<file path="config.mk">
export PLATFORM = sky130hd
export DESIGN_NAME = idle_state_ladder_governor_top
export DESIGN_NICKNAME = d
export VERILOG_FILES = /design/src/rtl/igov_pkg.sv /design/src/rtl/igov_front.sv /design/src/rtl/igov_back.sv /design/src/rtl/idle_state_ladder_governor_top.sv
export SDC_FILE = /design/constraint.sdc
export NUM_CORES = 1
export LEC_CHECK = 0
export ABC_AREA = 1
export BUFFER_PORTS_ARGS = -buffer_cell sky130_fd_sc_hd__buf_2
export CAP_MARGIN = 10
export CORE_UTILIZATION = 40
export CTS_CLUSTER_SIZE = 25
export DETAILED_ROUTE_END_ITERATION = 12
export GPL_ROUTABILITY_DRIVEN = 0
export PLACE_DENSITY = 0.62
export SLEW_MARGIN = 20
export SYNTH_ARGS = -nofsm -noshare
export SYNTH_HDL_FRONTEND = slang
export SYNTH_SLANG_ARGS = --single-unit
</file>
<file path="constraint.sdc">
create_clock -name clk -period 5.92 [get_ports clk]
set_clock_uncertainty 0.15 [all_clocks]
set_input_delay 0.888 -clock clk [delete_from_list [all_inputs] [get_ports clk]]
set_output_delay 0.888 -clock clk [all_outputs]
set_load 0.01 [all_outputs]
</file>
<file path="src/rtl/igov_pkg.sv">
// Shared types, codes and helpers for the idle-state ladder governor.
// Used by igov_front, igov_back and idle_state_ladder_governor_top.
package igov_pkg;

  // State index width and number of counter slots (indexes 0..7)
  localparam int IDX_W       = 3;
  localparam int STATE_SLOTS = 8;

  // State type codes (code zero is treated as shallow)
  localparam logic [1:0] TYPE_NONE    = 2'd0;
  localparam logic [1:0] TYPE_SHALLOW = 2'd1;
  localparam logic [1:0] TYPE_MEDIUM  = 2'd2;
  localparam logic [1:0] TYPE_DEEP    = 2'd3;

  // Bus-master reload actions
  localparam logic [1:0] RELOAD_NONE    = 2'd0;
  localparam logic [1:0] RELOAD_ENABLE  = 2'd1;
  localparam logic [1:0] RELOAD_DISABLE = 2'd2;

  // Configuration register indexes
  localparam logic [2:0] CFG_VALID_MASK   = 3'd0;
  localparam logic [2:0] CFG_TYPE_TABLE   = 3'd1;
  localparam logic [2:0] CFG_MEDIUM_LAT   = 3'd2;
  localparam logic [2:0] CFG_DEEP_LAT     = 3'd3;
  localparam logic [2:0] CFG_MAX_STATE    = 3'd4;
  localparam logic [2:0] CFG_HISTORY_MASK = 3'd5;
  localparam logic [2:0] CFG_WIDE_TIMER   = 3'd6;
  localparam logic [2:0] CFG_BM_CHECK     = 3'd7;

  // Reset values of the registers
  localparam logic [7:0]  VALID_MASK_RESET   = 8'd2;
  localparam logic [3:0]  MAX_STATE_RESET    = 4'd8;
  localparam logic [31:0] HISTORY_MASK_RESET = 32'hFFFF_FFFF;

  // Tick saturation and promotion thresholds
  localparam logic [5:0] TICKS_MAX       = 6'd32;
  localparam logic [7:0] NEED_DEEPER     = 8'd4;
  localparam logic [7:0] NEED_SHALLOW    = 8'd10;
  localparam logic [7:0] COUNT_MAX       = 8'd255;

  typedef logic [IDX_W-1:0] idx_t;

  typedef struct packed {
    logic [7:0]  valid_mask;
    logic [13:0] type_table;
    logic [11:0] medium_lat;
    logic [11:0] deep_lat;
    logic [3:0]  max_state;
    logic [31:0] history_mask;
    logic        wide_timer;
    logic        bm_check_on;
  } cfg_t;

  // Classified item passed from front to back
  typedef struct packed {
    logic [31:0] elapsed;
    logic        bm_seen;
    logic [5:0]  ticks;
  } item_t;

  // Result item, next_index in the lowest bits
  typedef struct packed {
    logic       clear_status;
    logic [1:0] reload_action;
    logic       slept;
    logic       changed;
    idx_t       next_index;
  } result_t;

  // Type of state i (1..7); index zero and type zero count as shallow
  function automatic logic [1:0] type_of(logic [13:0] tt, idx_t i);
    logic [3:0] pos;
    logic [1:0] t;
    pos = {i - 3'd1, 1'b0};
    t   = tt[pos +: 2];
    if (i == '0 || t == TYPE_NONE) begin
      return TYPE_SHALLOW;
    end
    return t;
  endfunction

endpackage

</file>
<file path="src/rtl/igov_front.sv">
// Front end of the idle-state ladder governor: accepts episodes, saturates
// the tick count, measures the timer interval and queues the item.
// Depends on igov_pkg.
module igov_front
  import igov_pkg::*;
(
  input  logic        clk,
  input  logic        rst,
  input  cfg_t        cfg,
  input  logic        in_valid,
  output logic        in_ready,
  input  logic [5:0]  in_ticks,
  input  logic        in_bm_seen,
  input  logic [31:0] in_start,
  input  logic [31:0] in_end,
  output logic        q_valid,
  output item_t       q_item,
  input  logic        q_pop
);

  item_t       slots [2];
  logic        wr_ptr;
  logic        rd_ptr;
  logic [1:0]  count;
  logic        push;
  item_t       item_in;
  logic [31:0] diff;
  logic [31:0] diff_m1;
  logic        no_wrap;

  assign in_ready = (count != 2'd2);
  assign push     = in_valid && in_ready;
  assign q_valid  = (count != 2'd0);
  assign q_item   = slots[rd_ptr];

  // Classify: saturate ticks, unwrap the timer interval
  always_comb begin
    no_wrap = (in_end >= in_start);
    diff    = in_end - in_start;
    diff_m1 = in_end + ~in_start;
    item_in.ticks   = (in_ticks > TICKS_MAX) ? TICKS_MAX : in_ticks;
    item_in.bm_seen = in_bm_seen;
    if (no_wrap) begin
      item_in.elapsed = diff;
    end else if (cfg.wide_timer) begin
      item_in.elapsed = diff_m1;
    end else begin
      item_in.elapsed = {8'h00, diff_m1[23:0]};
    end
  end

  // Hold queued items
  always_ff @(posedge clk) begin
    if (push) begin
      slots[wr_ptr] <= item_in;
    end
  end

  // Advance queue pointers
  always_ff @(posedge clk) begin
    if (rst) begin
      wr_ptr <= 1'b0;
      rd_ptr <= 1'b0;
      count  <= 2'd0;
    end else begin
      if (push) begin
        wr_ptr <= ~wr_ptr;
      end
      if (q_pop) begin
        rd_ptr <= ~rd_ptr;
      end
      case ({push, q_pop})
        2'b10:   count <= count + 2'd1;
        2'b01:   count <= count - 2'd1;
        default: count <= count;
      endcase
    end
  end

endmodule

</file>
<file path="src/rtl/igov_back.sv">
// Back end of the idle-state ladder governor: bus-master history, ladder
// links, promotion and demotion counters, output register.
// Depends on igov_pkg.
module igov_back
  import igov_pkg::*;
#(
  parameter int NUM_STATES     = 8,
  parameter int SLEEP_OVERHEAD = 4
) (
  input  logic        clk,
  input  logic        rst,
  input  cfg_t        cfg,
  input  logic        cfg_we,
  input  logic [2:0]  cfg_index,
  input  logic [7:0]  cfg_mask_data,
  input  logic        q_valid,
  input  item_t       q_item,
  output logic        q_pop,
  output logic        out_valid,
  input  logic        out_ready,
  output result_t     out_result
);

  typedef enum logic {S_EVAL, S_DECIDE} state_t;

  localparam logic [31:0] OVERHEAD = 32'(SLEEP_OVERHEAD);

  state_t      state;
  idx_t        current_index;
  logic [31:0] busy_hist;
  logic [7:0]  promote_counts [STATE_SLOTS];
  logic [7:0]  demote_counts  [STATE_SLOTS];
  logic [31:0] hist_eval;
  logic [31:0] rem_eval;
  logic        bm_eval;

  // Lowest valid index of a mask, zero if none
  function automatic idx_t lowest_valid(logic [7:0] mask);
    idx_t res;
    res = '0;
    for (int i = 1; i < STATE_SLOTS; i++) begin
      if (i < NUM_STATES && mask[i] && res == '0) begin
        res = IDX_W'(i);
      end
    end
    return res;
  endfunction

  // Lowest valid index above i
  function automatic idx_t up_link(logic [7:0] mask, idx_t i);
    idx_t res;
    res = '0;
    for (int j = 1; j < STATE_SLOTS; j++) begin
      if (IDX_W'(j) > i && j < NUM_STATES && mask[j] && res == '0) begin
        res = IDX_W'(j);
      end
    end
    return res;
  endfunction

  // Highest valid index below i
  function automatic idx_t down_link(logic [7:0] mask, idx_t i);
    idx_t res;
    res = '0;
    for (int j = STATE_SLOTS - 1; j >= 1; j--) begin
      if (IDX_W'(j) < i && j < NUM_STATES && mask[j] && res == '0) begin
        res = IDX_W'(j);
      end
    end
    return res;
  endfunction

  function automatic logic [7:0] sat_inc(logic [7:0] v);
    return (v == COUNT_MAX) ? v : v + 8'd1;
  endfunction

  function automatic logic [11:0] latency(cfg_t c, logic [1:0] t);
    if (t == TYPE_MEDIUM) begin
      return c.medium_lat;
    end else if (t == TYPE_DEEP) begin
      return c.deep_lat;
    end
    return 12'd0;
  endfunction

  // Evaluate: fold ticks and activity into history, subtract latency
  logic [31:0] fill_ones;
  logic [31:0] hist_tick;
  logic [31:0] hist_new;
  logic [1:0]  cur_type;
  logic [11:0] cur_lat;
  logic [31:0] rem_new;

  always_comb begin
    cur_type = type_of(cfg.type_table, current_index);
    cur_lat  = latency(cfg, cur_type);
    for (int b = 0; b < 32; b++) begin
      fill_ones[b] = (b >= 2) && (6'(b) <= q_item.ticks);
    end
    hist_tick = (busy_hist << q_item.ticks) | fill_ones;
    hist_new  = q_item.bm_seen ? hist_tick + 32'd1 : hist_tick;
    rem_new   = q_item.elapsed - ({20'd0, cur_lat} + OVERHEAD);
  end

  // Decide: ladder step, counters, reload action
  idx_t        up;
  idx_t        dn;
  logic        hit;
  logic        early;
  logic        shallow_cur;
  logic        sleep_long;
  logic        sleep_short;
  logic        long_path;
  logic        short_path;
  logic        promote_go;
  logic        blocked;
  logic [7:0]  pc_sat;
  logic [7:0]  dc_sat;
  logic [7:0]  need;
  idx_t        nxt_step;
  idx_t        nxt;
  logic        changed;
  logic        old_deep;
  logic        new_deep;
  logic        commit;
  result_t     res;

  always_comb begin
    up          = up_link(cfg.valid_mask, current_index);
    dn          = down_link(cfg.valid_mask, current_index);
    hit         = (hist_eval & cfg.history_mask) != 32'd0;
    shallow_cur = (cur_type == TYPE_SHALLOW);
    early       = cfg.bm_check_on && (cur_type == TYPE_DEEP) && dn != '0 && hit;
    sleep_long  = shallow_cur || ($signed(rem_eval) > $signed({20'd0, cur_lat}));
    sleep_short = !shallow_cur && ($signed(rem_eval) < $signed({20'd0, cur_lat}));
    pc_sat      = sat_inc(promote_counts[current_index]);
    dc_sat      = sat_inc(demote_counts[current_index]);
    need        = shallow_cur ? NEED_SHALLOW : NEED_DEEPER;
    blocked     = cfg.bm_check_on && (type_of(cfg.type_table, up) == TYPE_DEEP) && hit;
    long_path   = !early && up != '0 && ({1'b0, up} <= cfg.max_state) && sleep_long;
    promote_go  = long_path && (pc_sat >= need) && !blocked;
    short_path  = !early && !long_path && dn != '0 && sleep_short;

    if (early) begin
      nxt_step = dn;
    end else if (promote_go) begin
      nxt_step = up;
    end else if (short_path) begin
      nxt_step = dn;
    end else begin
      nxt_step = current_index;
    end
    // Clamp to the deepest allowed state
    nxt      = ({1'b0, current_index} > cfg.max_state && dn != '0) ? dn : nxt_step;
    changed  = (nxt != current_index);
    old_deep = (cur_type == TYPE_DEEP);
    new_deep = (type_of(cfg.type_table, nxt) == TYPE_DEEP);

    res.next_index    = nxt;
    res.changed       = changed;
    res.slept         = !early;
    res.clear_status  = cfg.bm_check_on && bm_eval;
    res.reload_action = RELOAD_NONE;
    if (changed && old_deep && !new_deep) begin
      res.reload_action = RELOAD_DISABLE;
    end else if (changed && new_deep && !old_deep) begin
      res.reload_action = RELOAD_ENABLE;
    end
    if (current_index == '0) begin
      res.next_index    = '0;
      res.changed       = 1'b0;
      res.slept         = 1'b1;
      res.reload_action = RELOAD_NONE;
      res.clear_status  = 1'b0;
    end
  end

  assign commit = (state == S_DECIDE) && (!out_valid || out_ready);
  assign q_pop  = (state == S_EVAL) && q_valid;

  // Hold evaluated values between the two steps
  always_ff @(posedge clk) begin
    if (q_pop) begin
      hist_eval <= hist_new;
      rem_eval  <= rem_new;
      bm_eval   <= q_item.bm_seen;
    end
    if (commit) begin
      out_result <= res;
    end
  end

  // Sequence steps, hold governor state and output valid
  always_ff @(posedge clk) begin
    if (rst) begin
      state         <= S_EVAL;
      out_valid     <= 1'b0;
      current_index <= lowest_valid(VALID_MASK_RESET);
      busy_hist     <= '0;
      for (int k = 0; k < STATE_SLOTS; k++) begin
        promote_counts[k] <= '0;
        demote_counts[k]  <= '0;
      end
    end else begin
      if (out_valid && out_ready) begin
        out_valid <= 1'b0;
      end
      case (state)
        S_EVAL: begin
          if (q_valid) begin
            state <= S_DECIDE;
          end
        end
        S_DECIDE: begin
          if (commit) begin
            out_valid <= 1'b1;
            state     <= S_EVAL;
            if (current_index != '0) begin
              if (cfg.bm_check_on) begin
                busy_hist <= hist_eval;
              end
              if (long_path) begin
                promote_counts[current_index] <= pc_sat;
                demote_counts[current_index]  <= '0;
              end else if (short_path) begin
                demote_counts[current_index]  <= dc_sat;
                promote_counts[current_index] <= '0;
              end
              if (changed) begin
                promote_counts[current_index] <= '0;
                demote_counts[nxt]            <= '0;
                current_index                 <= nxt;
              end
            end
          end
        end
        default: state <= S_EVAL;
      endcase
      // Rebuild the ladder on a mask or type write
      if (cfg_we && (cfg_index == CFG_VALID_MASK || cfg_index == CFG_TYPE_TABLE)) begin
        current_index <= (cfg_index == CFG_VALID_MASK) ? lowest_valid(cfg_mask_data)
                                                       : lowest_valid(cfg.valid_mask);
        for (int k = 0; k < STATE_SLOTS; k++) begin
          promote_counts[k] <= '0;
          demote_counts[k]  <= '0;
        end
      end
    end
  end

endmodule

</file>
<file path="src/rtl/idle_state_ladder_governor_top.sv">
// Top level of the idle-state ladder governor: configuration registers,
// front end (classify and queue) and back end (ladder decision).
// Depends on igov_pkg, igov_front and igov_back.
//
// Usage: each idle episode enters as one transaction on the s_ channel and
// yields exactly one result transaction on the m_ channel, in order.
// Configuration registers are written through cfg_we/cfg_index/cfg_data
// while no episode is in flight; writing the valid mask or the type table
// restarts the ladder at the lowest valid state and clears the counters.
// An accepted episode is queued at the accepting edge; the back end's
// evaluate step pops it and registers its history and remaining sleep,
// and its decide step then registers the result in the output register;
// both steps read and update the ladder state, so the back end takes no
// new episode before the last one is decided. A two-entry queue parts
// the front from the back, and the output register holds a result while
// the receiver stalls; the back stops once it has a result it cannot
// hand over, and the front keeps taking episodes until the queue is full.
// Reset (rst, synchronous): registers take their reset values, the current
// state goes to the lowest valid index, history and counters clear.
module idle_state_ladder_governor_top
  import igov_pkg::*;
#(
  parameter int NUM_STATES     = 8,
  parameter int SLEEP_OVERHEAD = 4
) (
  input  logic        clk,
  input  logic        rst,
  input  logic        s_tvalid,
  output logic        s_tready,
  // elapsed_ticks[5:0], bm_seen[6], start_time[38:7], end_time[70:39], pad[71]
  input  logic [71:0] s_tdata,
  output logic        m_tvalid,
  input  logic        m_tready,
  // next_index[2:0], changed[3], slept[4], reload_action[6:5], clear_status[7]
  output logic [7:0]  m_tdata,
  input  logic        cfg_we,
  input  logic [2:0]  cfg_index,
  input  logic [31:0] cfg_data
);

  cfg_t    cfg;
  logic    q_valid;
  item_t   q_item;
  logic    q_pop;
  result_t result;

  // Hold configuration registers
  always_ff @(posedge clk) begin
    if (rst) begin
      cfg.valid_mask   <= VALID_MASK_RESET;
      cfg.type_table   <= '0;
      cfg.medium_lat   <= '0;
      cfg.deep_lat     <= '0;
      cfg.max_state    <= MAX_STATE_RESET;
      cfg.history_mask <= HISTORY_MASK_RESET;
      cfg.wide_timer   <= 1'b0;
      cfg.bm_check_on  <= 1'b0;
    end else if (cfg_we) begin
      case (cfg_index)
        CFG_VALID_MASK:   cfg.valid_mask   <= cfg_data[7:0];
        CFG_TYPE_TABLE:   cfg.type_table   <= cfg_data[13:0];
        CFG_MEDIUM_LAT:   cfg.medium_lat   <= cfg_data[11:0];
        CFG_DEEP_LAT:     cfg.deep_lat     <= cfg_data[11:0];
        CFG_MAX_STATE:    cfg.max_state    <= cfg_data[3:0];
        CFG_HISTORY_MASK: cfg.history_mask <= cfg_data;
        CFG_WIDE_TIMER:   cfg.wide_timer   <= cfg_data[0];
        CFG_BM_CHECK:     cfg.bm_check_on  <= cfg_data[0];
        default:          cfg.bm_check_on  <= cfg.bm_check_on;
      endcase
    end
  end

  igov_front u_front (
    .clk        (clk),
    .rst        (rst),
    .cfg        (cfg),
    .in_valid   (s_tvalid),
    .in_ready   (s_tready),
    .in_ticks   (s_tdata[5:0]),
    .in_bm_seen (s_tdata[6]),
    .in_start   (s_tdata[38:7]),
    .in_end     (s_tdata[70:39]),
    .q_valid    (q_valid),
    .q_item     (q_item),
    .q_pop      (q_pop)
  );

  igov_back #(
    .NUM_STATES     (NUM_STATES),
    .SLEEP_OVERHEAD (SLEEP_OVERHEAD)
  ) u_back (
    .clk           (clk),
    .rst           (rst),
    .cfg           (cfg),
    .cfg_we        (cfg_we),
    .cfg_index     (cfg_index),
    .cfg_mask_data (cfg_data[7:0]),
    .q_valid       (q_valid),
    .q_item        (q_item),
    .q_pop         (q_pop),
    .out_valid     (m_tvalid),
    .out_ready     (m_tready),
    .out_result    (result)
  );

  assign m_tdata = result;

endmodule

</file>
==> results of run 1 <==
-- layout make-up --
class,instances,area share (%)
timing repair buffer,149,3.48
antenna,1,0.0102
inverter,356,5.53
sequential,343,36.9
clock buffer,60,4.79
multi-input combinational,2045,45.2
clock inverter,12,0.563
tap,696,3.56
-- power by group --
group          total, mW  internal (mW)  switching [mW]
registers           3.38           3.19           0.192
logic               4.94           1.46            3.48
clock network       2.46           1.46           0.999
total               10.8           6.11            4.67
-- path summary, 6_finish.rpt --
kind | endpoint | slack (ns) | cells after the start
worst min register to register | cfg[33]$_SDFFE_PP1P_ | 0.31 | 2
worst min-delay path | cfg[33]$_SDFFE_PP1P_ | 0.31 | 2
worst max register to register | u_back.out_result[6]$_SDFFCE_PP0P_ | 0.40 | 32
worst max-delay path | u_back.out_result[6]$_SDFFCE_PP0P_ | 0.40 | 32
-- stage by stage --
step / utilization [%] / std cells
global route: 45.4 / 3662
CTS: 45.3 / 3659
global placement: 42.9 / 3587
detailed placement: 42.9 / 3587
floorplan: - / 2825
finish: 45.4 / 3662
-- registers in the layout, summed over array words and instances, names as in the netlist, 2 cells and up, named ones only --
| signal | cells |
|---|---|
| cfg | 83 |
| u_back.busy_hist | 32 |
| u_back.current_index | 3 |
| u_back.hist_eval | 32 |
| u_back.out_result | 8 |
| u_back.promote_counts | 64 |
| u_back.rem_eval | 32 |
| u_front.count | 2 |
| u_front.slots | 78 |
-- synth_stat cells, types with 6 or more instances --
| library cell | number | share of area, % |
|---|---|---|
| xnor2_1 | 29 | 1.2 |
| edfxtp_1 | 215 | 30 |
| or2_1 | 8 | 0.23 |
| mux2i_1 | 18 | 0.83 |
| xor2_1 | 77 | 3.1 |
| nor2_4 | 12 | 0.62 |
| or2_2 | 12 | 0.34 |
| nand2_2 | 29 | 0.83 |
| nor2_1 | 343 | 5.9 |
| a31oi_1 | 19 | 0.54 |
| o31ai_1 | 7 | 0.24 |
| inv_1 | 325 | 5.6 |
| o2111ai_1 | 6 | 0.24 |
| nand3_2 | 15 | 0.69 |
| o21a_1 | 18 | 0.62 |
| nand4_1 | 20 | 0.57 |
| a21oi_1 | 165 | 3.8 |
| dfxtp_1 | 128 | 12 |
| clkbuf_1 | 41 | 0.71 |
| buf_6 | 9 | 0.46 |
| o211ai_1 | 25 | 0.86 |
| buf_4 | 13 | 0.45 |
| buf_2 | 15 | 0.34 |
| nor3_1 | 30 | 0.69 |
| nand2_1 | 644 | 11 |
| ha_1 | 80 | 4.6 |
| nor2_2 | 11 | 0.32 |
| o21ai_0 | 227 | 5.2 |
| inv_2 | 20 | 0.34 |
| nand3_4 | 6 | 0.48 |
| nand3_1 | 143 | 3.3 |
| o21ai_1 | 32 | 0.73 |
-- what timing repair did --
item / 4_1_cts / 5_1_grt
hold buffers: 0 / 0
setup endpoints to repair: 0 / 13
gates resized for setup: 0 / 5
endpoints found under the hold margin: 0 / 0
-- kinds of logic (layout without fill, tap and decap cells) --
logic type	after synthesis	after routing	synth area share, %
simple gates	1303	1303	26.7
fa+ha+maj	83	83	4.86
mux	18	18	0.826
other cells	0	1	0
buf+inv	437	577	8.26
flops	343	343	41.3
compound gates	534	534	13.7
xor+xnor	107	107	4.38
-- tightest hold or removal path: cells and delay by family (launching register included) --
kind / cells / cell delay (ns)
AND/OR/NAND/NOR: 2 / 0.10
flip-flops: 1 / 0.33
-- metal layers --
layer | vias up | share of wire (%)
met5 | - | 0
met1 | 8912 | 46
li1 | 9558 | -
met2 | 646 | 44
met3 | 126 | 6.8
met4 | 0 | 3.0
==> impl_metrics.sql, run 1 <==
INSERT INTO impl_metrics (metric_group, metric, value, unit) VALUES
('logic_synthesis', 'sequential_cell_area_fraction_in_the_yosys_report', '41.3', '%'),
('logic_synthesis', 'postSynth.topFlopCell', 'edfxtp_1', ''),
('hold_path', 'min-delay-start', 'cfg[33]$_SDFFE_PP1P_', ''),
('final_layout', 'area.sequential', '9020', 'um^2'),
('critical_path', 'slowest_delay', '0.42', 'ns'),
('die', 'initial_core_util', '40.6', '%'),
('critical_path', 'r2r-start', 'u_back.current_index[0]$_SDFFE_PP1P_', ''),
('run_status', 'outcome', 'finished clean', ''),
('critical_path', 'worst_setup_path_end_kind', 'flip-flop', ''),
('timing', 'clock.fmax', '181', 'MHz'),
('timing', 'layout_min_cycle_time', '5.52', 'ns'),
('global_routing', 'grt_most_used_layer', 'met2', ''),
('die', 'core.rowCount', '85', ''),
('global_routing', 'globalRouteTotalUtil', '21.0', '%'),
('logic_synthesis', 'syn_area_per_cell', '7.73', 'um^2'),
('detailed_routing', 'detail_route.vias_per_cell', '5.25', ''),
('placement', 'postPlaceCellArea', '23100', 'um^2'),
('logic_synthesis', 'fraction_of_registers_with_async_set_reset', '0', '%'),
('logic_synthesis', 'number_of_enable_type_register_cells_in_the_synthesized_netlist', '215', ''),
('timing', 'relSlewSlack', '19.1', '%'),
('die', 'floorplan.core_area', '53800', 'um^2'),
('detailed_routing', 'drt_pre_antenna_iters', '6', ''),
('clock_network', 'clkSlewWorstSetupHoldPaths', '0.06', 'ns'),
('placement', 'io_buffers', '120', ''),
('final_layout', 'post_route_cells_drive_above_1_share', '12.0', '%'),
('detailed_routing', 'postRouteWirelength', '58.9', 'mm'),
('timing', 'timing.final.ws_setup', '0.402', 'ns'),
('timing', 'timing.final.setup_violations', '0', ''),
('final_layout', 'num-nets-final', '3129', ''),
('final_layout', 'syn2layout_area_growth', '12.1', '%'),
('global_routing', 'grt_antenna_before_repair', '1', ''),
('job', 'cap_viol_max_count', '0', ''),
('critical_path', 'crit_arrival', '5.68', 'ns'),
('final_layout', 'n_fill_cell', '5289', ''),
('hold_path', 'worst_hold_path_type', 'reg2reg', ''),
('critical_path', 'worstPathRequired', '6.08', 'ns'),
('timing', 'grt_setup_unrepaired', 'false', ''),
('final_layout', 'layout.cells.most_common', 'nand2_1', ''),
('critical_path', 'path_max_fanout', '10', ''),
('final_layout', 'combined_area_of_the_multi_input_logic_cells', '11100', 'um^2'),
('critical_path', 'worst_setup_path_start_kind', 'flip-flop', ''),
('global_routing', 'first_pass_grt_wire_length', '94.3', 'mm'),
('critical_path', 'critPathTopFamily', 'simple AND/OR/NAND/NOR gates', ''),
('global_routing', 'globalRouteMet2Util', '32.8', '%'),
('timing', 'final.period_utilization', '93.2', '%'),
('detailed_routing', 'route.antenna.remaining_nets', '0', ''),
('logic_synthesis', 'syn-num-nets', '3020', ''),
('global_routing', 'overflow_after_grt', '0', ''),
('clock_network', 'number_of_buffers_added_by_the_clock_tree_synthesis_step', '39', ''),
('power_and_ir_drop', 'cellLeakagePower', '10.5', 'nW'),
('clock_network', 'cts.htree.levels', '2', ''),
('critical_path', 'setup.worst_path.start', 'u_back.current_index[0]$_SDFFE_PP1P_', ''),
('detailed_routing', 'total_drc_errors_in_the_routed_layout', '0', ''),
('timing', 'finalMaxSlewViolations', '0', ''),
('critical_path', 'worstPathBufferInverterCount', '5', ''),
('clock_network', 'cts_post_setup_buffers_inserted', '0', ''),
('critical_path', 'critPathKind', 'reg2reg', ''),
('power_and_ir_drop', 'power_density_over_the_cells', '441', 'nW/um^2'),
('logic_synthesis', 'yosysWarningCount', '0', ''),
('timing', 'hold-worst-slack', '0.312', 'ns'),
('placement', 'sum_of_net_half_perimeters_after_detailed_placement', '44.6', 'mm'),
('timing', 'totalNegativeSetupSlack', '0', 'ns'),
('detailed_routing', 'routedWlPerCell', '16.1', 'um'),
('die', 'boundaryPins', '122', ''),
('power_and_ir_drop', 'total_power', '10.8', 'mW'),
('die', 'dieWidth', '236', 'um'),
('timing', 'tightestPinTransition', '1.21', 'ns'),
('critical_path', 'critical-path-top-cell-by-count', 'nand2_1', ''),
('logic_synthesis', 'post_syn_area', '21800', 'um^2'),
('clock_network', 'clock_path_buffers', '3', ''),
('logic_synthesis', 'synth.ff_latch_count', '343', '');
Power figures use the tool's default switching activity.
==> run 2, diff against run 1 <==
--- a/config.mk
+++ b/config.mk
@@ -16,4 +16,5 @@
 export SLEW_MARGIN = 20
 export SYNTH_ARGS = -nofsm -noshare
 export SYNTH_HDL_FRONTEND = slang
+export SYNTH_HIERARCHICAL = 1
 export SYNTH_SLANG_ARGS = --single-unit
==> run 2 against run 1 <==
Total power shrank 9.6%. Utilization shrank 0.34 points. Sequential share of layout area shrank 1.5 points. Setup slack improved by 0.019 ns. Via count grew 5.3%. Clock-buffer cell count decreased by 2. Critical endpoint is now u_back/promote_counts[5][4]$_SDFFCE_PN0P_.
==> impl_metrics.sql, run 2 <==
INSERT INTO impl_metrics (metric_group, metric, value, unit) VALUES
('detailed_routing', 'drt_pre_antenna_iters', '5', ''),
('critical_path', 'r2r-start', 'u_back/current_index[0]$_SDFFE_PP1P_', ''),
('timing', 'grt_setup_unrepaired', 'false', ''),
('global_routing', 'largest_net_degree_at_the_start_of_global_routing', '68', ''),
('critical_path', 'critPathSlowestCell', 'ha_1', ''),
('timing', 'clock.fmax', '182', 'MHz'),
('final_layout', 'largest_reg_flops', '83', ''),
('critical_path', 'worst-r2r-cell-count', '31', ''),
('detailed_routing', 'detail_route.vias_per_cell', '5.00', ''),
('hold_path', 'worst_hold_path_type', 'reg2reg', ''),
('final_layout', 'post_route_cells_drive_above_1_share', '10.7', '%'),
('global_routing', 'grt_pass1_vias', '19000', ''),
('power_and_ir_drop', 'total_power', '9.75', 'mW'),
('die', 'chipHeight', '242', 'um'),
('final_layout', 'layout.core_utilization', '45.1', '%'),
('die', 'floorplan.core_area', '56500', 'um^2'),
('power_and_ir_drop', 'power_density_over_the_cells', '382', 'nW/um^2'),
('critical_path', 'setup.worst_path.start', 'u_back/current_index[0]$_SDFFE_PP1P_', ''),
('timing', 'finalMaxSlewViolations', '0', ''),
('critical_path', 'path_max_fanout', '9', ''),
('final_layout', 'layout.cells.most_common', 'nand2_1', ''),
('clock_network', 'cts.htree.levels', '2', ''),
('logic_synthesis', 'post_syn_area', '23000', 'um^2'),
('detailed_routing', 'postRouteWirelength', '60.5', 'mm'),
('timing', 'final.period_utilization', '92.9', '%'),
('die', 'initial_core_util', '40.6', '%'),
('global_routing', 'first_pass_grt_wire_length', '98.0', 'mm'),
('detailed_routing', 'routedWlPerCell', '14.9', 'um'),
('critical_path', 'slowest_delay', '0.37', 'ns'),
('global_routing', 'overflow_after_grt', '0', ''),
('critical_path', 'critical-path-top-cell-by-count', 'nand2_1', ''),
('final_layout', 'num-nets-final', '3472', ''),
('clock_network', 'cts_sinks', '343', ''),
('critical_path', 'worst_setup_path_start_kind', 'flip-flop', ''),
('job', 'cap_viol_max_count', '0', ''),
('timing', 'totalNegativeSetupSlack', '0', 'ns'),
('timing', 'timing.final.setup_violations', '0', ''),
('die', 'design.die.area', '58300', 'um^2'),
('global_routing', 'globalRouteTotalUtil', '20.6', '%'),
('detailed_routing', 'initialDrtViolationCount', '1401', ''),
('critical_path', 'critical_path.reg2reg.endpoint', 'u_back/promote_counts[5][4]$_SDFFCE_PN0P_', ''),
('timing', 'layout_min_cycle_time', '5.50', 'ns'),
('logic_synthesis', 'synth_cells', '3170', ''),
('final_layout', 'syn2layout_area_growth', '11.0', '%'),
('clock_network', 'post_cts_hold_buffer_count', '0', ''),
('placement', 'sum_of_net_half_perimeters_after_detailed_placement', '45.7', 'mm'),
('final_layout', 'final_cell_mix', 'nand2_1, nor2_1, inv_1, nand3_1, edfxtp_1', ''),
('detailed_routing', 'total_drc_errors_in_the_routed_layout', '0', ''),
('power_and_ir_drop', 'max-vdd-ir-drop', '0.302', 'mV'),
('timing', 'finalHoldViolCount', '0', ''),
('logic_synthesis', 'syn-num-nets', '3375', ''),
('final_layout', 'reg_top3', 'cfg x83, u_front/slots x78, u_back/promote_counts x64', ''),
('clock_network', 'clock_path_buffers', '3', ''),
('clock_network', 'insertion_delay', '0.57', 'ns'),
('critical_path', 'worstPathRequired', '6.03', 'ns'),
('critical_path', 'critPathCapture', 'u_back/promote_counts[5][4]$_SDFFCE_PN0P_', ''),
('run_status', 'outcome', 'finished clean', ''),
('critical_path', 'timing.reg2reg.setup_slack', '0.42', 'ns'),
('clock_network', 'clkSlewWorstSetupHoldPaths', '0.06', 'ns'),
('critical_path', 'crit_arrival', '5.61', 'ns'),
('placement', 'io_buffers', '120', ''),
('clock_network', 'cts_root_buf', 'clkbuf_16', ''),
('clock_network', 'cts_tree', 'built', ''),
('die', 'boundaryPins', '122', ''),
('logic_synthesis', 'yosysWarningCount', '6', ''),
('detailed_routing', 'vias', '20300', ''),
('global_routing', 'grt_antenna_before_repair', '3', ''),
('detailed_routing', 'route.antenna.remaining_nets', '0', ''),
('critical_path', 'critPathKind', 'reg2reg', ''),
('critical_path', 'worst_setup_path_end_kind', 'flip-flop', ''),
('final_layout', 'largest-register', 'cfg', ''),
('logic_synthesis', 'syn_area_per_cell', '7.24', 'um^2'),
('timing', 'relSlewSlack', '8.11', '%'),
('clock_network', 'number_of_buffers_added_by_the_clock_tree_synthesis_step', '38', ''),
('timing', 'tightestPinTransition', '1.37', 'ns'),
('die', 'core.rowCount', '87', ''),
('power_and_ir_drop', 'cellLeakagePower', '11.8', 'nW'),
('die', 'dieWidth', '242', 'um');
## run 2: report_power, final
| group | leakage, nW | switching, mW | internal (mW) |
|---|---|---|---|
| logic | 8.13 | 2.81 | 1.29 |
| registers | 3.11 | 0.204 | 3.18 |
| clock network | 0.584 | 0.966 | 1.29 |
| total | 11.8 | 3.98 | 5.77 |
## run 2: through the flow
| stage | hold slack [ns] | area [um^2] | setup slack (ns) | cells |
|---|---|---|---|---|
| 3_3_place_gp | 0.290 | 24200 | 0.247 | 3982 |
| 5_1_grt | 0.330 | 25500 | 0.0304 | 4052 |
| 3_5_place_dp | 0.298 | 24200 | 0.185 | 3982 |
| 6_report | 0.311 | 25500 | 0.422 | 4053 |
| 2_1_floorplan | 0.279 | 23000 | 0.656 | 3170 |
| 4_1_cts | 0.313 | 25400 | 0.167 | 4050 |
## run 2: how the worst min path moves through the flow
stage	start	endpoint	slack (ns)	cells past startpoint
floorplan	cfg[10]$_SDFFE_PP1P_	cfg[10]$_SDFFE_PP1P_	0.28	2
global placement	cfg[25]$_SDFFE_PP1P_	cfg[25]$_SDFFE_PP1P_	0.29	2
detailed placement	cfg[12]$_SDFFE_PP1P_	cfg[12]$_SDFFE_PP1P_	0.30	2
CTS	cfg[12]$_SDFFE_PP1P_	cfg[12]$_SDFFE_PP1P_	0.31	2
global route	cfg[25]$_SDFFE_PP1P_	cfg[25]$_SDFFE_PP1P_	0.33	2
finish	cfg[17]$_SDFFE_PP1P_	cfg[17]$_SDFFE_PP1P_	0.31	2
## run 2: cell type report
class                      count  area [um^2]
tap                          756          946
multi-input combinational   2311        11900
inverter                     430         1620
sequential                   343         9020
timing repair buffer         143          773
fill                        5790        31000
clock inverter                10         76.3
clock buffer                  58         1110
antenna                        2         5.00
## run 2: repair_timing
item	CTS	global route
resized for setup	0	17
buffers inserted	0	1
setup endpoints to repair	0	66
hold endpoints to repair	0	0
## run 2: worst max-delay path, delay by kind of cell (launching register included)
kind	cells	cell delay [ns]
adder cells (fa/ha/maj)	2	0.66
flip-flops	1	0.35
AND/OR/NAND/NOR	19	2.49
AO/OA/AOI/OAI	6	0.95
buffers and inverters	4	0.59
## run 2: metal layers
| layer | global-route usage [%] | share of wire (%) | wire (um) |
|---|---|---|---|
| met5 | 0 | 0.020 | 12 |
| met4 | 5.83 | 2.4 | 1470 |
| met3 | 2.70 | 4.8 | 2890 |
| met2 | 34.7 | 46 | 28100 |
| met1 | 27.6 | 46 | 28100 |
==> run 3, diff against run 2 <==
--- a/config.mk
+++ b/config.mk
@@ -13,6 +13,7 @@
 export DETAILED_ROUTE_END_ITERATION = 12
 export GPL_ROUTABILITY_DRIVEN = 0
 export PLACE_DENSITY = 0.62
+export REMOVE_ABC_BUFFERS = 1
 export SLEW_MARGIN = 20
 export SYNTH_ARGS = -nofsm -noshare
 export SYNTH_HDL_FRONTEND = slang
==> run 3 against run 2 <==
Utilization is essentially flat. Die area is the same. Non-clock buffer count grew 3. Combinational power grew 1%. Global-route usage grew 0.29 points. Total power grew 0.94%. Cell count is essentially flat. Largest cell class unchanged.
==> impl_metrics.sql, run 3 (same netlist as run 2, synthesis figures left out) <==
INSERT INTO impl_metrics (metric_group, metric, value, unit) VALUES
('run_status', 'outcome', 'finished clean', ''),
('global_routing', 'largest_net_degree_at_the_start_of_global_routing', '76', ''),
('die', 'chipHeight', '242', 'um'),
('timing', 'finalHoldViolCount', '0', ''),
('die', 'boundaryPins', '122', ''),
('timing', 'relSlewSlack', '30.7', '%'),
('clock_network', 'cts_resized', '0', ''),
('timing', 'grt_setup_unrepaired', 'false', ''),
('critical_path', 'crit_arrival', '5.59', 'ns'),
('clock_network', 'post_cts_hold_buffer_count', '0', ''),
('hold_path', 'worst_hold_path_type', 'reg2reg', ''),
('global_routing', 'grt_antenna_before_repair', '2', ''),
('final_layout', 'post_route_cells_drive_above_1_share', '10.6', '%'),
('detailed_routing', 'routedWlPerCell', '15.2', 'um'),
('detailed_routing', 'drt_pre_antenna_iters', '5', ''),
('final_layout', 'syn2layout_area_growth', '11.1', '%'),
('power_and_ir_drop', 'power_density_over_the_cells', '386', 'nW/um^2'),
('die', 'dieWidth', '242', 'um'),
('job', 'cap_viol_max_count', '0', ''),
('clock_network', 'cts_root_buf', 'clkbuf_16', ''),
('global_routing', 'grt_pass1_vias', '19000', ''),
('timing', 'timing.final.setup_violations', '0', ''),
('clock_network', 'clkSlewWorstSetupHoldPaths', '0.06', 'ns'),
('clock_network', 'clock_path_buffers', '3', ''),
('power_and_ir_drop', 'max-vdd-ir-drop', '0.240', 'mV'),
('placement', 'io_buffers', '120', ''),
('timing', 'layout_min_cycle_time', '5.53', 'ns'),
('placement', 'post-place-cells', '3986', ''),
('critical_path', 'worst_setup_path_start_kind', 'flip-flop', ''),
('detailed_routing', 'detail_route.vias_per_cell', '5.02', ''),
('timing', 'finalMaxSlewViolations', '0', ''),
('critical_path', 'critPathKind', 'reg2reg', ''),
('global_routing', 'globalRouteTotalUtil', '20.9', '%'),
('final_layout', 'antennaDiodeCount', '0', ''),
('final_layout', 'final_cell_mix', 'nand2_1, nor2_1, inv_1, nand3_1, edfxtp_1', ''),
('critical_path', 'worstPathRequired', '5.97', 'ns'),
('timing', 'final.period_utilization', '93.4', '%'),
('clock_network', 'number_of_buffers_added_by_the_clock_tree_synthesis_step', '38', ''),
('detailed_routing', 'vias', '20400', ''),
('final_layout', 'reg_top3', 'cfg x83, u_front/slots x78, u_back/promote_counts x64', ''),
('final_layout', 'largest-register', 'cfg', ''),
('detailed_routing', 'initialDrtViolationCount', '1491', ''),
('die', 'initial_core_util', '40.6', '%'),
('clock_network', 'cts_tree', 'built', ''),
('critical_path', 'critPathSlowestCell', 'ha_1', ''),
('detailed_routing', 'postRouteWirelength', '61.6', 'mm'),
('die', 'core.rowCount', '87', ''),
('global_routing', 'overflow_after_grt', '0', ''),
('detailed_routing', 'route.antenna.remaining_nets', '0', ''),
('clock_network', 'cts.htree.levels', '2', ''),
('timing', 'clock.fmax', '181', 'MHz'),
('final_layout', 'largest_reg_flops', '83', ''),
('clock_network', 'insertion_delay', '0.57', 'ns'),
('critical_path', 'slowest_delay', '0.37', 'ns'),
('critical_path', 'critPathTopFamily', 'simple AND/OR/NAND/NOR gates', ''),
('final_layout', 'num-nets-final', '3475', ''),
('timing', 'tightestPinTransition', '1.04', 'ns'),
('critical_path', 'worst_setup_path_end_kind', 'flip-flop', ''),
('clock_network', 'cts_post_setup_buffers_inserted', '0', ''),
('detailed_routing', 'total_drc_errors_in_the_routed_layout', '0', ''),
('critical_path', 'path_max_fanout', '9', ''),
('global_routing', 'first_pass_grt_wire_length', '98.8', 'mm'),
('final_layout', 'layout.cells.most_common', 'nand2_1', ''),
('die', 'design.die.area', '58300', 'um^2'),
('final_layout', 'final_cells', '4054', ''),
('die', 'floorplan.core_area', '56500', 'um^2'),
('critical_path', 'worstPathBufferInverterCount', '4', ''),
('placement', 'sum_of_net_half_perimeters_after_detailed_placement', '46.9', 'mm'),
('timing', 'totalNegativeSetupSlack', '0', 'ns'),
('power_and_ir_drop', 'cellLeakagePower', '11.8', 'nW'),
('clock_network', 'cts_sinks', '343', ''),
('critical_path', 'critical-path-top-cell-by-count', 'nand2_1', '');
## run 3: where the power goes
| part | total (mW) | switching [mW] | leakage, nW | internal [mW] |
|---|---|---|---|---|
| clock network | 2.33 | 0.949 | 0.605 | 1.39 |
| logic | 4.14 | 2.84 | 8.14 | 1.30 |
| registers | 3.36 | 0.186 | 3.11 | 3.18 |
## run 3: final timing paths
| check | cells past startpoint | slack [ns] | end | from |
|---|---|---|---|---|
| worst min-delay path | 2 | 0.31 | cfg[31]$_SDFFE_PP1P_ | cfg[31]$_SDFFE_PP1P_ |
| worst min register to register | 2 | 0.31 | cfg[31]$_SDFFE_PP1P_ | cfg[31]$_SDFFE_PP1P_ |
| worst max-delay path | 28 | 0.39 | u_back/promote_counts[0][1]$_SDFFCE_PN0P_ | u_back/current_index[0]$_SDFFE_PP1P_ |
| worst max register to register | 28 | 0.39 | u_back/promote_counts[0][1]$_SDFFCE_PN0P_ | u_back/current_index[0]$_SDFFE_PP1P_ |
## run 3: per-layer routing
layer | GRT usage, % | part of all wire (%) | up-vias
met5 | 0 | 0.037 | -
met4 | 6.67 | 2.7 | 4
met3 | 2.69 | 5.1 | 114
met2 | 35.1 | 47 | 547
met1 | 27.8 | 45 | 9253
li1 | - | - | 10400
## run 3: final cells by class
class,count,area [um^2]
Fill cell,5751,31000
Clock inverter,11,87.6
Inverter,430,1620
Multi-Input combinational cell,2311,11900
Tap cell,756,946
Timing Repair Buffer,146,796
Clock buffer,57,1150
Sequential cell,343,9020
## run 3: per-stage QoR
stage | util (%) | setup slack (ns) | hold WS (ns) | total power, mW | area (um^2)
4_1_cts | 45.1 | 0.215 | 0.308 | 9.88 | 25500
5_1_grt | 45.1 | 0.0111 | 0.330 | 10.5 | 25500
3_3_place_gp | 42.9 | 0.283 | 0.293 | 7.49 | 24200
6_report | 45.1 | 0.389 | 0.312 | 9.84 | 25500
2_1_floorplan | - | 0.450 | 0.279 | 6.29 | 22500
3_5_place_dp | 42.9 | 0.281 | 0.293 | 7.52 | 24200
## run 3: worst reg2reg max path: cells and delay by family, from the launching register on
family                     cells  cell delay [ns]
AOI/OAI and AO/OA              5             0.94
DFF                            1             0.34
and+or+nand+nor               17             2.65
adders and majority gates      2             0.66
buffers and inverters          4             0.43
